### src/hw/rtl/tfd_pkg.sv
package tfd_pkg;

  localparam int KEPT_PAYLOAD_BYTES_DEF = 12;
  // payload bytes that any kind decodes
  localparam int USED_PAYLOAD_BYTES = 12;

  localparam logic [7:0] SYNC_BYTE = 8'hEE;
  localparam logic [7:0] TAIL_BYTE = 8'hFF;

  localparam logic [7:0] KIND_ATTITUDE = 8'h00;
  localparam logic [7:0] KIND_POSITION = 8'h01;
  localparam logic [7:0] KIND_BATTERY  = 8'h02;
  localparam logic [7:0] KIND_ID       = 8'h03;
  localparam logic [7:0] KIND_LAST     = 8'h07;

  localparam logic [7:0] NEED_ATTITUDE = 8'd6;
  localparam logic [7:0] NEED_POSITION = 8'd12;
  localparam logic [7:0] NEED_BYTE     = 8'd1;
  localparam logic [7:0] NEED_PID      = 8'd3;

  localparam logic [2:0] OUT_APPLIED   = 3'd0;
  localparam logic [2:0] OUT_CHECKSUM  = 3'd1;
  localparam logic [2:0] OUT_TAIL      = 3'd2;
  localparam logic [2:0] OUT_KIND      = 3'd3;
  localparam logic [2:0] OUT_SHORT     = 3'd4;

  typedef struct packed {
    logic [2:0]                          outcome;
    logic [7:0]                          kind;
    logic [USED_PAYLOAD_BYTES*8-1:0]     payload;
  } tfd_frame_t;

  function automatic logic [7:0] needed_length(input logic [7:0] kind);
    logic [7:0] need;
    if (kind == KIND_ATTITUDE) begin
      need = NEED_ATTITUDE;
    end else if (kind == KIND_POSITION) begin
      need = NEED_POSITION;
    end else if (kind == KIND_BATTERY || kind == KIND_ID) begin
      need = NEED_BYTE;
    end else begin
      need = NEED_PID;
    end
    return need;
  endfunction

endpackage

### src/hw/rtl/tfd_front.sv
module tfd_front #(
  parameter int KEPT_PAYLOAD_BYTES = tfd_pkg::KEPT_PAYLOAD_BYTES_DEF
) (
  input  logic               clk,
  input  logic               rst,
  input  logic               in_valid,
  output logic               in_ready,
  input  logic [7:0]         rx_byte,
  output logic               push_valid,
  input  logic               push_ready,
  output tfd_pkg::tfd_frame_t push_frame
);
  import tfd_pkg::*;

  localparam int IDX_W = $clog2(KEPT_PAYLOAD_BYTES);

  localparam logic [2:0] PH_HUNT1   = 3'd0;
  localparam logic [2:0] PH_HUNT2   = 3'd1;
  localparam logic [2:0] PH_KIND    = 3'd2;
  localparam logic [2:0] PH_LEN     = 3'd3;
  localparam logic [2:0] PH_PAYLOAD = 3'd4;
  localparam logic [2:0] PH_CHECK   = 3'd5;
  localparam logic [2:0] PH_TAIL    = 3'd6;

  logic [2:0] phase, phase_next;
  logic [7:0] frame_kind;
  logic [7:0] frame_length;
  logic [7:0] bytes_seen;
  logic [7:0] running_sum;
  logic [7:0] store [KEPT_PAYLOAD_BYTES];
  logic       take;
  logic [7:0] seen_inc;

  // only the tail byte needs room in the queue
  assign in_ready   = (phase != PH_TAIL) || push_ready;
  assign take       = in_valid && in_ready;
  assign push_valid = in_valid && (phase == PH_TAIL);
  assign seen_inc   = bytes_seen + 8'd1;

  always_comb begin
    phase_next = phase;
    unique case (phase)
      PH_HUNT1:   if (rx_byte == SYNC_BYTE) phase_next = PH_HUNT2;
      PH_HUNT2:   phase_next = (rx_byte == SYNC_BYTE) ? PH_KIND : PH_HUNT1;
      PH_KIND:    phase_next = PH_LEN;
      PH_LEN:     phase_next = (rx_byte == 8'h00) ? PH_CHECK : PH_PAYLOAD;
      PH_PAYLOAD: if (seen_inc == frame_length) phase_next = PH_CHECK;
      PH_CHECK:   phase_next = PH_TAIL;
      PH_TAIL:    phase_next = PH_HUNT1;
      default:    phase_next = PH_HUNT1;
    endcase
  end

  always_ff @(posedge clk) begin
    if (rst) begin
      phase        <= PH_HUNT1;
      frame_kind   <= 8'h00;
      frame_length <= 8'h00;
      bytes_seen   <= 8'h00;
      running_sum  <= 8'h00;
    end else if (take) begin
      phase <= phase_next;
      unique case (phase)
        PH_KIND: begin
          frame_kind  <= rx_byte;
          running_sum <= rx_byte;
        end
        PH_LEN: begin
          frame_length <= rx_byte;
          running_sum  <= running_sum + rx_byte;
          bytes_seen   <= 8'h00;
        end
        PH_PAYLOAD: begin
          running_sum <= running_sum + rx_byte;
          bytes_seen  <= seen_inc;
        end
        PH_CHECK: running_sum <= running_sum ^ rx_byte;
        default: ;
      endcase
    end
  end

  // drop bytes past the kept window, they only feed the sum
  always_ff @(posedge clk) begin
    if (take && phase == PH_PAYLOAD && bytes_seen < 8'(KEPT_PAYLOAD_BYTES)) begin
      store[bytes_seen[IDX_W-1:0]] <= rx_byte;
    end
  end

  always_comb begin
    priority if (running_sum != 8'h00) begin
      push_frame.outcome = OUT_CHECKSUM;
    end else if (rx_byte != TAIL_BYTE) begin
      push_frame.outcome = OUT_TAIL;
    end else if (frame_kind > KIND_LAST) begin
      push_frame.outcome = OUT_KIND;
    end else if (frame_length < needed_length(frame_kind)) begin
      push_frame.outcome = OUT_SHORT;
    end else begin
      push_frame.outcome = OUT_APPLIED;
    end
    push_frame.kind = frame_kind;
    for (int i = 0; i < USED_PAYLOAD_BYTES; i++) begin
      push_frame.payload[i*8 +: 8] = store[i];
    end
  end

  a_tail_waits: assert property (@(posedge clk) disable iff (rst)
    (phase == PH_TAIL && !push_ready) |-> !in_ready)
    else $error("tail byte taken with queue full");
  a_tail_pushes: assert property (@(posedge clk) disable iff (rst)
    take && phase == PH_TAIL |-> push_valid && push_ready)
    else $error("tail byte taken without push");
  a_short_frame: assert property (@(posedge clk) disable iff (rst)
    (phase == PH_PAYLOAD) |-> (bytes_seen < frame_length))
    else $error("payload count ran past length");

endmodule

### src/hw/rtl/tfd_queue.sv
module tfd_queue (
  input  logic                clk,
  input  logic                rst,
  input  logic                push_valid,
  output logic                push_ready,
  input  tfd_pkg::tfd_frame_t push_frame,
  output logic                pop_valid,
  input  logic                pop_ready,
  output tfd_pkg::tfd_frame_t pop_frame
);
  import tfd_pkg::*;

  tfd_frame_t entry [2];
  logic       wr_ptr;
  logic       rd_ptr;
  logic [1:0] count;
  logic       push;
  logic       pop;

  assign push_ready = (count != 2'd2);
  assign pop_valid  = (count != 2'd0);
  assign push       = push_valid && push_ready;
  assign pop        = pop_valid && pop_ready;
  assign pop_frame  = entry[rd_ptr];

  always_ff @(posedge clk) begin
    if (rst) begin
      wr_ptr <= 1'b0;
      rd_ptr <= 1'b0;
      count  <= 2'd0;
    end else begin
      if (push) wr_ptr <= ~wr_ptr;
      if (pop)  rd_ptr <= ~rd_ptr;
      unique case ({push, pop})
        2'b10:   count <= count + 2'd1;
        2'b01:   count <= count - 2'd1;
        default: count <= count;
      endcase
    end
  end

  always_ff @(posedge clk) begin
    if (push) entry[wr_ptr] <= push_frame;
  end

  a_count_range: assert property (@(posedge clk) disable iff (rst)
    count != 2'd3)
    else $error("queue count out of range");
  a_count_up: assert property (@(posedge clk) disable iff (rst)
    push && !pop |=> count == $past(count) + 2'd1)
    else $error("queue count missed a push");

endmodule

### src/hw/rtl/tfd_back.sv
module tfd_back (
  input  logic                clk,
  input  logic                rst,
  input  logic                pop_valid,
  output logic                pop_ready,
  input  tfd_pkg::tfd_frame_t pop_frame,
  output logic                out_valid,
  input  logic                out_ready,
  output logic [2:0]          outcome,
  output logic [7:0]          record_kind,
  output logic signed [31:0]  value_a,
  output logic signed [31:0]  value_b,
  output logic signed [31:0]  value_c
);
  import tfd_pkg::*;

  logic [7:0]  pl [USED_PAYLOAD_BYTES];
  logic [31:0] dec_a, dec_b, dec_c;
  logic        load;

  assign load      = pop_valid && (!out_valid || out_ready);
  assign pop_ready = !out_valid || out_ready;

  always_comb begin
    for (int i = 0; i < USED_PAYLOAD_BYTES; i++) begin
      pl[i] = pop_frame.payload[i*8 +: 8];
    end
    dec_a = 32'h0;
    dec_b = 32'h0;
    dec_c = 32'h0;
    if (pop_frame.outcome == OUT_APPLIED) begin
      priority if (pop_frame.kind == KIND_ATTITUDE) begin
        dec_a = {{16{pl[0][7]}}, pl[0], pl[1]};
        dec_b = {{16{pl[2][7]}}, pl[2], pl[3]};
        dec_c = {{16{pl[4][7]}}, pl[4], pl[5]};
      end else if (pop_frame.kind == KIND_POSITION) begin
        dec_a = {pl[0], pl[1], pl[2], pl[3]};
        dec_b = {pl[4], pl[5], pl[6], pl[7]};
        dec_c = {pl[8], pl[9], pl[10], pl[11]};
      end else if (pop_frame.kind == KIND_BATTERY || pop_frame.kind == KIND_ID) begin
        dec_a = {24'h0, pl[0]};
      end else begin
        dec_a = {24'h0, pl[0]};
        dec_b = {24'h0, pl[1]};
        dec_c = {24'h0, pl[2]};
      end
    end
  end

  always_ff @(posedge clk) begin
    if (rst) begin
      out_valid <= 1'b0;
    end else if (load) begin
      out_valid <= 1'b1;
    end else if (out_ready) begin
      out_valid <= 1'b0;
    end
  end

  always_ff @(posedge clk) begin
    if (load) begin
      outcome     <= pop_frame.outcome;
      record_kind <= pop_frame.kind;
      value_a     <= dec_a;
      value_b     <= dec_b;
      value_c     <= dec_c;
    end
  end

  a_error_zero: assert property (@(posedge clk) disable iff (rst)
    out_valid && outcome != OUT_APPLIED |->
      value_a == 32'sd0 && value_b == 32'sd0 && value_c == 32'sd0)
    else $error("error transaction carries values");

endmodule

### src/hw/rtl/telemetry_frame_deframer.sv
// Telemetry frame deframer.
// Input channel: one received byte per transaction on rx_byte (in_valid /
// in_ready). The block hunts for the sync pair 0xEE 0xEE, then takes kind,
// length, payload, an 8-bit additive checksum and a 0xFF tail.
// Output channel: one transaction per frame, at its tail byte (out_valid /
// out_ready): outcome, record_kind and up to three decoded values; on any
// error outcome the values are zero.
// Throughput: one byte per cycle. The front takes every non-tail byte at
// once; a tail byte waits only while the two-entry frame queue is full.
// Result path: the frame is written into the queue when its tail byte is
// taken, then the output register loads it from the queue.
// Receiver stall: finished frames collect in the queue and output register;
// with both full the front holds in_ready low on the next tail byte only.
// Reset: rst (synchronous) returns to hunting the first sync byte and
// empties the queue and output register; a partial frame is lost.
module telemetry_frame_deframer #(
  parameter int KEPT_PAYLOAD_BYTES = tfd_pkg::KEPT_PAYLOAD_BYTES_DEF
) (
  input  logic               clk,
  input  logic               rst,
  input  logic               in_valid,
  output logic               in_ready,
  input  logic [7:0]         rx_byte,
  output logic               out_valid,
  input  logic               out_ready,
  output logic [2:0]         outcome,
  output logic [7:0]         record_kind,
  output logic signed [31:0] value_a,
  output logic signed [31:0] value_b,
  output logic signed [31:0] value_c
);
  import tfd_pkg::*;

  logic       push_valid;
  logic       push_ready;
  tfd_frame_t push_frame;
  logic       pop_valid;
  logic       pop_ready;
  tfd_frame_t pop_frame;

  tfd_front #(
    .KEPT_PAYLOAD_BYTES(KEPT_PAYLOAD_BYTES)
  ) u_front (
    .clk        (clk),
    .rst        (rst),
    .in_valid   (in_valid),
    .in_ready   (in_ready),
    .rx_byte    (rx_byte),
    .push_valid (push_valid),
    .push_ready (push_ready),
    .push_frame (push_frame)
  );

  tfd_queue u_queue (
    .clk        (clk),
    .rst        (rst),
    .push_valid (push_valid),
    .push_ready (push_ready),
    .push_frame (push_frame),
    .pop_valid  (pop_valid),
    .pop_ready  (pop_ready),
    .pop_frame  (pop_frame)
  );

  tfd_back u_back (
    .clk         (clk),
    .rst         (rst),
    .pop_valid   (pop_valid),
    .pop_ready   (pop_ready),
    .pop_frame   (pop_frame),
    .out_valid   (out_valid),
    .out_ready   (out_ready),
    .outcome     (outcome),
    .record_kind (record_kind),
    .value_a     (value_a),
    .value_b     (value_b),
    .value_c     (value_c)
  );

endmodule
### config.mk
export PLATFORM = sky130hd
export DESIGN_NAME = telemetry_frame_deframer
export DESIGN_NICKNAME = d
export VERILOG_FILES = /design/src/hw/rtl/tfd_pkg.sv /design/src/hw/rtl/tfd_front.sv /design/src/hw/rtl/tfd_queue.sv /design/src/hw/rtl/tfd_back.sv /design/src/hw/rtl/telemetry_frame_deframer.sv
export SDC_FILE = /design/constraint.sdc
export NUM_CORES = 1
export LEC_CHECK = 0
export ABC_CLOCK_PERIOD_IN_PS = 12500
export CORE_ASPECT_RATIO = 2
export CORE_MARGIN = 2
export CORE_UTILIZATION = 27
export CTS_CLUSTER_SIZE = 40
export DETAILED_ROUTE_END_ITERATION = 16
export DONT_BUFFER_PORTS = 1
export PLACE_DENSITY = 0.42
export SYNTH_ARGS = -nofsm -noshare
export SYNTH_HDL_FRONTEND = slang
export SYNTH_SLANG_ARGS = --single-unit
### constraint.sdc
create_clock -name clk -period 12.5 [get_ports clk]
set_input_delay 1.25 -clock clk [delete_from_list [all_inputs] [get_ports clk]]
set_output_delay 1.25 -clock clk [all_outputs]
set_load 0.02 [all_outputs]
# [After elaboration in Yosys (flattened, before gate mapping)]
# Memories as Yosys holds them, arrays and structs flattened. A register that Yosys moved wholly into a read port is not among the register bits.
# Index checks and enable logic that the tools add are counted.
[word_totals] mem_bits_rw=310 memories=2 ff_bits=147 output_inout_bits=109 in_bits=12
[mem_list] memory="u_queue.entry" words=2 width=107 rd=1 rd_ports_with_merged_regs=1 wr=1 line="tfd_queue.sv:13" source="tfd_frame_t entry [2];"
[mem_list] memory="u_front.store" words=12 width=8 rd=12 rd_ports_with_merged_regs=0 wr=1 line="tfd_front.sv:30" source="logic [7:0] store [KEPT_PAYLOAD_BYTES];"
[op_classes] bitwise_logic=3 mux=34 n_reduce_logical=28 addsub=4 order_cmp=3 n_eq_ne=21
[ops] operator="32-bit two-way mux" n=6
[ops] operator="8-bit two-way mux" n=7
[ops] operator="8-bit by 2-bit == test with 1-bit output (second input constant)" n=4
[ops] operator="8-bit zero test" n=3
[ops] operator="8-bit case mux with 3 select lines" n=1
[ops] operator="3-bit two-way mux" n=6
[ops] operator="3-bit case mux with 6 select lines" n=1
[ops] operator="8-bit by 1-bit == test with 1-bit output (second input constant)" n=2
[ops] operator="8-bit case mux with 2 select lines" n=1
[ops] operator="3-bit == test (second input constant)" n=3
[ops] operator="1-bit two-way mux" n=9
[ops] operator="8-bit by 1-bit adder with 8-bit output (second input constant)" n=1
[ops] operator="8-bit adder" n=1
[ops] operator="8-bit == test" n=1
[ops] operator="8-bit == test (second input constant)" n=1
[ops] operator="8-bit by 3-bit greater-than comparator with 1-bit output (second input constant)" n=1
[ops] operator="8-bit by 4-bit less-than comparator with 1-bit output (second input constant)" n=1
[ops] operator="8-bit less-than comparator" n=1
[ops] operator="8-bit inequality test (second input constant)" n=1
[ops] operator="2-bit AND reduction" n=4
[ops] operator="2-bit nonzero test" n=4
[ops] operator="8-bit nonzero test" n=1
[ops] operator="8-bit XOR" n=1
[ops] operator="3-bit by 2-bit == test with 1-bit output (second input constant)" n=2
[ops] operator="18 further kinds" n=30

# [Logic depth before layout (Yosys ltp)]
# Gate-level depths: netlist (run 1).
[depth] ltp_word=13 mapped_depth=9 mapped_depth_nobuf=7

# [Modules after synthesis]
# A second synthesis (run 1) with hierarchy kept.
[hier_totals] cells_unflattened=1197 hier_area_um2=18256.3
[by_module_without_submodules] mod="tfd_queue" instances=1 area_each_um2=7938.9 cells_per_inst=357
[by_module_without_submodules] mod="tfd_front" instances=1 area_each_um2=5481.5 cells_per_inst=451
[by_module_without_submodules] mod="tfd_back" instances=1 area_each_um2=4835.9 cells_per_inst=389

# [Least setup slack after synthesis (run 1)]
# No wires, ideal clock.
[synth_timing] path_kind="input port to flip-flop" startpoint="input in_valid" endpoint="memory u_queue.entry[0][0] in the netlist's numbering, enable pin" n_path_buf=1 cell_stages=5 arrival_time_ns=6.142 path_slack_ns=5.784 cell_sequence="nand2b_1 clkbuf_1 nor2_1 nand2_1 nor2_1"
[synth_between] elab_chain_len=4
[synth_lines] element="start, declared" line="telemetry_frame_deframer.sv:21" source="input logic in_valid,"
[synth_lines] element="1-bit logical AND" line="tfd_front.sv:37" source="assign push_valid = in_valid && (phase == PH_TAIL);"
[synth_lines] element="1-bit logical AND" line="tfd_queue.sv:22" source="assign push = push_valid && push_ready;"
[synth_lines] element="1-bit two-way mux" line="tfd_queue.sv:43" source="if (push) entry[wr_ptr] <= push_frame;"
[synth_lines] element="1-bit two-way mux (not written as such)" line="tfd_queue.sv:43"
[synth_lines] element="end, declared" line="tfd_queue.sv:13"
# Every way passes these cells.

==> results.cfg, run 1 <==
[status]
status = complete, no violations

[cells_and_area]
diodes = 0
fin_area_um2 = 20500
stdcell_count = 2110
fin_nets = 1218
drive_above_1_share = 0.155
syn_to_final_growth_pct = 13.8
fillers = 6660

[floorplanning]
pin_count = 121
dieWidth_um = 187
die_h_um = 370
start_util = 0.272
rows = 134
coreArea_um2 = 66400
die_area_um2 = 69000

[timing]
hold_viol_final = 0
slew_violations = 0
tns_ns = 0
setup_viol = 0
max_clock_freq_ghz = 0.298
rsz0062_at_grt = no
period_needed_ns = 3.35
fin_skew_ns = 0.0208
worstMarginPinSlew_ns = 1.02
post-route-period-util = 0.268
relSlewSlack = 0.318

[critical_path]
required_ns = 12.88
crit_path_start_kind = register
crit_type = register to register
crit_arrival_ns = 3.73
crit_fanout = 76
worstSetupEndpointType = register

[clocking]
post_cts_buffers = 0
cts_buffer_depth = 3
insertion_delay_ns = 0.55
cts_resized = 0
cts.sinks = 458
cts_buffers = 45
h-tree-depth = 2
cts_tree = built
ctsHoldBuffers = 0
path_clk_slew_ns = 0.06
cts-root-buf = clkbuf_16

[logic_synthesis]
synth_fp_nets = 1219
async_flop_share = 0
synth_seq_area_share = 0.740
synth.most_common_cell = edfxtp_1
synth_top_cell_by_area = edfxtp_1
synth.top_cell.area_share = 0.694
avgSynthCellArea_um2 = 15.1
synth_seq_cells = 458
synth_edf_count = 417
synthCells = 1191
synth_common_cells = 417 x edfxtp_1, 116 x nor2_1, 95 x a21oi_1
synthFlopType = edfxtp_1
synth_area_leaders = edfxtp_1 69%, mux2_2 5.1%, dfxtp_1 4.6%
yosysWarnings = 0
synth_area_um2 = 18000
synth.distinct_cells = 57

[placement]
place_area_um2 = 19000
gp_congestion = 0.783
dp_cells = 2027
io_buffers = 0
hpwl_mm = 26.3

[route]
wl_mm = 43.7
vias = 9655
final_antenna_net_count = 0
route.detailed.wl_per_inst_um = 20.7
drtPass1Iterations = 5
drt_iter0_drc = 737
drc = 0
viasPerCell = 4.58

[global_routing]
grt_overflow = 0
grt_pass1_vias = 9857
antenna_found_initial = 0
grt_max_degree = 77
grt_usage = 0.125
grt_pass1_wl_mm = 65.6

[job]
cap_violations = 0

[pwr]
p_leak_nw = 6.53
vdd_drop_max_v = 0.000103
power_w = 0.00305
power.density_nw_per_um2 = 149

[hold_path]
hold_path.class = register to register
==> placed cells by master (no fill, tap or decap), types with 7 or more instances in the layout <==
master	n
o21a_1	14
buf_4	14
a221oi_1	16
ha_1	15
mux2_2	82
a22oi_1	13
bufinv_16	7
clkbuf_16	46
xnor2_1	13
edfxtp_1	417
clkinv_1	8
clkinv_2	9
nor2_1	114
nand2b_1	20
nor3_1	31
o21ai_0	29
xor2_1	10
mux2i_1	20
dfxtp_1	40
a21oi_1	95
and2_1	14
a211oi_1	7
nand2_1	71
nor4_1	8
nand3_1	11
inv_1	11
a31oi_1	7
==> registers in the layout, summed over array words and instances (netlist names), 2 cells and up, named ones only <==
name and cells:
u_queue.entry 214, u_front.store 96, u_back.value_a 32, u_back.value_b 32, u_back.value_c 32, u_back.record_kind 8
u_front.bytes_seen 8, u_front.frame_kind 8, u_front.frame_length 8, u_front.running_sum 8, u_back.outcome 3, u_front.phase 3
u_queue.count 2
==> area by class of cell <==
| class | instances | area (um^2) | area share |
|---|---|---|---|
| Inverter | 11 | 41.3 | 0.00201 |
| Multi-Input combinational cell | 660 | 4380 | 0.213 |
| Tap cell | 884 | 1110 | 0.0539 |
| Timing Repair Buffer | 14 | 105 | 0.00512 |
| Sequential cell | 458 | 13300 | 0.651 |
| Clock buffer | 53 | 1190 | 0.0579 |
| Clock inverter | 30 | 350 | 0.0171 |
==> per-stage QoR <==
step,util,worst slack (ns),hold WS [ns]
after global placement,0.286,8.71,0.422
final,0.309,9.15,0.440
after CTS,0.309,9.03,0.443
after detailed placement,0.286,8.69,0.429
after floorplan,-,5.78,0.421
after global routing,0.309,8.86,0.444
==> power by group <==
group	switching [W]	leakage, nW	internal, W	total [W]
sequential	0.0000000293	4.14	0.00165	0.00165
clock	0.000572	0.750	0.000828	0.00140
combinational	0.00000326	1.65	0.00000246	0.00000571
==> worst max-delay path, stage by stage (launching register included) <==
cell      delay [ns]
dfxtp_4         0.51
buf_4           0.66
mux2_2          0.46
a211oi_4        0.27
buf_4           0.72
a221oi_1        0.21
nor3_1          0.24
==> layer usage <==
metal / vias up / global-route usage / routed length [um] / part of all wire
met4: 0 / 0.0333 / 892 / 0.020
met3: 67 / 0.0309 / 2630 / 0.060
met2: 270 / 0.199 / 20000 / 0.46
met5: - / 0 / 0 / 0
li1: 4497 / - / - / -
met1: 4821 / 0.171 / 20200 / 0.46
==> final timing paths <==
| check | from | end | slack (ns) | cells past startpoint |
|---|---|---|---|---|
| setup reg to reg | register | u_back.value_c[0] | 9.15 | 6 |
| hold reg to reg | u_front.store[6][5] | u_queue.entry[0][53] | 0.44 | 0 |
| setup / recovery | register | u_back.value_c[0] | 9.15 | 6 |
| hold / removal | u_front.store[6][5] | u_queue.entry[0][53] | 0.44 | 0 |
==> cell families after synthesis <==
family / share of synthesized area
flops: 0.740
mux: 0.0623
compound gates: 0.0737
fa+ha+maj: 0.0115
xor+xnor: 0.0112
buf+inv: 0.0197
simple gates: 0.0818
(Power assumes the default switching activity.)
==> inputs of run 2 (changes only) <==
--- a/config.mk
+++ b/config.mk
@@ -5,14 +5,14 @@
 export SDC_FILE = /design/constraint.sdc
 export NUM_CORES = 1
 export LEC_CHECK = 0
-export ABC_CLOCK_PERIOD_IN_PS = 12500
+export ABC_CLOCK_PERIOD_IN_PS = 2850
 export CORE_ASPECT_RATIO = 2
 export CORE_MARGIN = 2
 export CORE_UTILIZATION = 27
 export CTS_CLUSTER_SIZE = 40
 export DETAILED_ROUTE_END_ITERATION = 16
 export DONT_BUFFER_PORTS = 1
-export PLACE_DENSITY = 0.42
+export PLACE_DENSITY = 0.44
 export SYNTH_ARGS = -nofsm -noshare
 export SYNTH_HDL_FRONTEND = slang
 export SYNTH_SLANG_ARGS = --single-unit
==> constraint.sdc (replaced) <==
create_clock -name clk -period 2.85 [get_ports clk]
set_input_delay 0.285 -clock clk [delete_from_list [all_inputs] [get_ports clk]]
set_output_delay 0.285 -clock clk [all_outputs]
set_load 0.02 [all_outputs]
==> results.cfg, run 2 (synthesis gave the netlist of run 1 again) <==
[status]
status = complete, no violations

[route]
viasPerCell = 4.68
vias = 10000
final_antenna_net_count = 0
drc = 0
route.detailed.wl_per_inst_um = 21.3
wl_mm = 45.6
drtPass1Iterations = 5
drt_iter0_drc = 723

[clocking]
cts-root-buf = clkbuf_16
cts.sinks = 458
path_clk_slew_ns = 0.06
insertion_delay_ns = 0.56
cts_resized = 0
cts_tree = built
h-tree-depth = 2
cts_buffer_depth = 3
cts_buffers = 46
post_cts_buffers = 0

[cells_and_area]
final_common_cell = edfxtp_1
largest_register_ffs = 214
regMostFlops = u_queue.entry
fin_nets = 1253
drive_above_1_share = 0.175
diodes = 0
syn_to_final_growth_pct = 16.1
final_cell_mix = 417 x edfxtp_1, 113 x nor2_1, 95 x a21oi_1
final_util = 0.315

[hold_path]
hold_path.class = input port to register

[placement]
io_buffers = 0
gp_congestion = 0.754
hpwl_mm = 27.4

[critical_path]
worstSetupEndpointType = register
crit_arrival_ns = 2.76
crit_fanout = 77
crit_type = register to register
crit_path_start_kind = register
required_ns = 3.23

[timing]
fin_skew_ns = 0.0161
fin_hold_ws_ns = 0.0243
post-route-period-util = 0.834
max_clock_freq_ghz = 0.421
slew_violations = 0
rsz0062_at_grt = no
relSlewSlack = 0.356
worstMarginPinSlew_ns = 0.962
period_needed_ns = 2.38
hold_viol_final = 0
setup_viol = 0

[global_routing]
grt_overflow = 0
grt_usage = 0.131
antenna_found_initial = 2
grt_pass1_wl_mm = 68.0
grt_max_degree = 109
grt_pass1_vias = 10300

[floorplanning]
dieWidth_um = 187
pin_count = 121
die_area_um2 = 69000
rows = 134
start_util = 0.272
die_h_um = 370
coreArea_um2 = 66400

[pwr]
vdd_drop_max_v = 0.000456
power.density_nw_per_um2 = 631
p_leak_nw = 6.72

[job]
cap_violations = 0
## run 2: cell count changes in the layout (fill, tap and decap cells not counted), moves of 2 or more
cell	change
buf_12	+18
buf_4	+12
bufinv_16	-4
dlygate4sd3_1	+4
clkbuf_1	+3
clkbuf_8	+3
clkinv_2	-3
inv_6	+2
## run 2: worst paths after layout
kind | from | endpoint | slack, ns | cells past startpoint
hold reg to reg | u_front.store[6][5] | u_queue.entry[1][53] | 0.44 | 0
hold / removal | rst | u_queue.wr_ptr | 0.02 | 2
setup / recovery | u_queue.entry[0][101] | u_back.value_b[7] | 0.47 | 6
setup reg to reg | u_queue.entry[0][101] | u_back.value_b[7] | 0.47 | 6
## run 2: what timing repair did
action / 4_1_cts / 5_1_grt
hold buffers: 11 / 0
endpoints found under the hold margin: 137 / 0
endpoints found under the setup margin: 0 / 0
## run 2: per-stage QoR
| stage | cells | TNS [ns] | cell area [um^2] | power (W) | worst slack, ns |
|---|---|---|---|---|---|
| 6_report | 2144 | 0 | 20900 | 0.0132 | 0.473 |
| 5_1_grt | 2144 | 0 | 20900 | 0.0136 | 0.322 |
| 4_1_cts | 2144 | 0 | 20900 | 0.0134 | 0.442 |
| 3_5_place_dp | 2050 | 0 | 19300 | 0.00741 | 0.447 |
| 3_3_place_gp | 2050 | 0 | 19300 | 0.00740 | 0.554 |
| 2_1_floorplan | 1191 | -6.30 | 18100 | 0.00741 | -0.0394 |
## run 2: routing by layer
metal / track usage / wire [um] / vias up
li1: - / - / 4560
met1: 0.176 / 20600 / 5078
met2: 0.209 / 20900 / 344
met3: 0.0307 / 3090 / 60
met4: 0.0383 / 1020 / 0
met5: 0 / 0 / -
## run 2: report_power, final
group	internal (W)	switching [W]
Sequential	0.00724	0.00000000875
Clock	0.00335	0.00252
Combinational	0.0000351	0.0000799
Total	0.0106	0.00260
## run 2: worst max-delay path, stage by stage (launching register included)
cell      delay [ns]
edfxtp_1        0.43
nor4_4          0.39
nand3b_2        0.23
a211oi_4        0.35
buf_12          0.37
a221oi_1        0.18
a211oi_2        0.24
## run 2: layout make-up
class | count | area (um^2)
Inverter | 11 | 41.3
Fill cell | 6581 | 45400
Clock inverter | 24 | 211
Sequential cell | 458 | 13300
Clock buffer | 59 | 1240
Multi-Input combinational cell | 660 | 4400
Tap cell | 884 | 1110
Timing Repair Buffer | 48 | 596
==> inputs of run 3 (changes only) <==
--- a/config.mk
+++ b/config.mk
@@ -5,7 +5,7 @@
 export SDC_FILE = /design/constraint.sdc
 export NUM_CORES = 1
 export LEC_CHECK = 0
-export ABC_CLOCK_PERIOD_IN_PS = 2850
+export ABC_CLOCK_PERIOD_IN_PS = 2050
 export CORE_ASPECT_RATIO = 2
 export CORE_MARGIN = 2
 export CORE_UTILIZATION = 27
==> constraint.sdc (replaced) <==
create_clock -name clk -period 2.05 [get_ports clk]
set_input_delay 0.205 -clock clk [delete_from_list [all_inputs] [get_ports clk]]
set_output_delay 0.205 -clock clk [all_outputs]
set_load 0.02 [all_outputs]
==> results.cfg, run 3 (synthesis gave the netlist of run 1 again) <==
[cells_and_area]
fin_nets = 1333
largest_register_ffs = 214
diodes = 0
stdcell_count = 2224
fillers = 6501
drive_above_1_share = 0.251
final_cell_mix = 417 x edfxtp_1, 105 x nor2_1, 87 x a21oi_1
regMostFlops = u_queue.entry
syn_to_final_growth_pct = 22.7
final_common_cell = edfxtp_1
final_util = 0.333
fin_area_um2 = 22100

[clocking]
h-tree-depth = 2
cts_buffer_depth = 3
cts.sinks = 458
cts_tree = built
cts_buffers = 45
insertion_delay_ns = 0.56
path_clk_slew_ns = 0.06
cts-root-buf = clkbuf_16

[route]
vias = 10300
route.detailed.wl_per_inst_um = 20.6
wl_mm = 45.7
drtPass1Iterations = 5
drc = 0
viasPerCell = 4.62
final_antenna_net_count = 0
drt_iter0_drc = 717

[timing]
period_needed_ns = 2.10
fin_skew_ns = 0.0158
worstMarginPinSlew_ns = 1.18
relSlewSlack = 0.210
hold_viol_final = 0
max_clock_freq_ghz = 0.476
setup_ws_ns = -0.0530
rsz0062_at_grt = yes
slew_violations = 0
setup_viol = 12
post-route-period-util = 1.03

[placement]
gp_congestion = 0.776
dp_cells = 2114
io_buffers = 0
place_area_um2 = 20000
pre_cts_slack_ns = -0.129
hpwl_mm = 28.9

[global_routing]
grt_pass1_wl_mm = 67.8
grt_max_degree = 109
grt_pass1_vias = 10400
grt_overflow = 0
antenna_found_initial = 0
grt_usage = 0.129

[critical_path]
path_common_cell = buf_12
max_stage_delay_ns = 0.42
crit_fanout = 12
worst-path-buf-inv = 2
path_cells = nor4_4 > nand3b_4 > a211oi_4 > buf_12 > buf_12 > a221oi_1 > nor3_1
crit_path_start_kind = register
required_ns = 2.44
crit_type = register to register
worstSetupEndpointType = register
slowest_stage = edfxtp_1
cp_top_family = simple AND/OR/NAND/NOR gates
crit_arrival_ns = 2.49

[pwr]
p_leak_nw = 7.28
vdd_drop_max_v = 0.000527
power.density_nw_per_um2 = 848
power_w = 0.0188

[floorplanning]
start_util = 0.272
coreArea_um2 = 66400
rows = 134
pin_count = 121
die_h_um = 370
dieWidth_um = 187
die_area_um2 = 69000

[job]
cap_violations = 0

[status]
violations = negative setup slack
status = complete, but fails checks

[hold_path]
hold_path.class = input port to register
==> run 3: changes by cell type in the layout (fill, tap and decap cells not counted), moves of 8 or more <==
cell	previous run	this run
dlygate4sd3_1	4	14
nor2_1	113	105
a21oi_1	95	87
a21oi_2	1	9
nor2_2	0	8
buf_12	18	37
buf_4	26	74
==> run 3: final timing paths <==
kind / start / endpoint / slack [ns] / cells past startpoint
min: rx_byte[1] / u_front.running_sum[1] / 0.05 / 4
max: u_queue.entry[0][101] / u_back.value_c[4] / -0.05 / 7
max reg2reg: u_queue.entry[0][101] / u_back.value_c[4] / -0.05 / 7
min reg2reg: u_front.store[1][4] / u_queue.entry[1][12] / 0.44 / 0
==> run 3: layer usage <==
layer,share of wire,track usage
met1,0.45,0.173
met2,0.47,0.213
met3,0.056,0.0284
met5,0,0
met4,0.020,0.0322
==> run 3: worst min-delay path, cell delays in order <==
cell	delay, ns
o22ai_1	0.06
o211ai_1	0.14
o21ai_0	0.09
nor2_1	0.08
==> run 3: cell type report <==
type	instances	area (um^2)	share of cell area
sequential	458	13300	0.603
multi-input combinational	660	4590	0.208
timing repair buffer	129	1510	0.0683
clock buffer	51	1170	0.0529
tap	884	1110	0.0500
clock inverter	31	363	0.0164
inverter	11	41.3	0.00187
==> run 3: metrics by stage <==
stage,TNS [ns],hold slack [ns]
after floorplan,-177.78,0.304
after global routing,-6.22,0.0728
after global placement,-0.0405,0.280
final,-0.259,0.0463
after CTS,-0.912,0.0230
after detailed placement,-1.95,0.281
==> run 3: power by group <==
part / internal [W] / switching [W]
clock network: 0.00502 / 0.00351
registers: 0.0101 / 0.0000000240
logic: 0.0000602 / 0.000125
total: 0.0151 / 0.00363
==> run 3: what timing repair did <==
action / 4_1_cts / 5_1_grt
cloned: 0 / 1
setup endpoints to repair: 52 / 114
hold buffers: 21 / 0
hold endpoints to repair: 137 / 0
gates resized for setup: 18 / 28
pin swaps: 8 / 5
setup buffers: 2 / 4
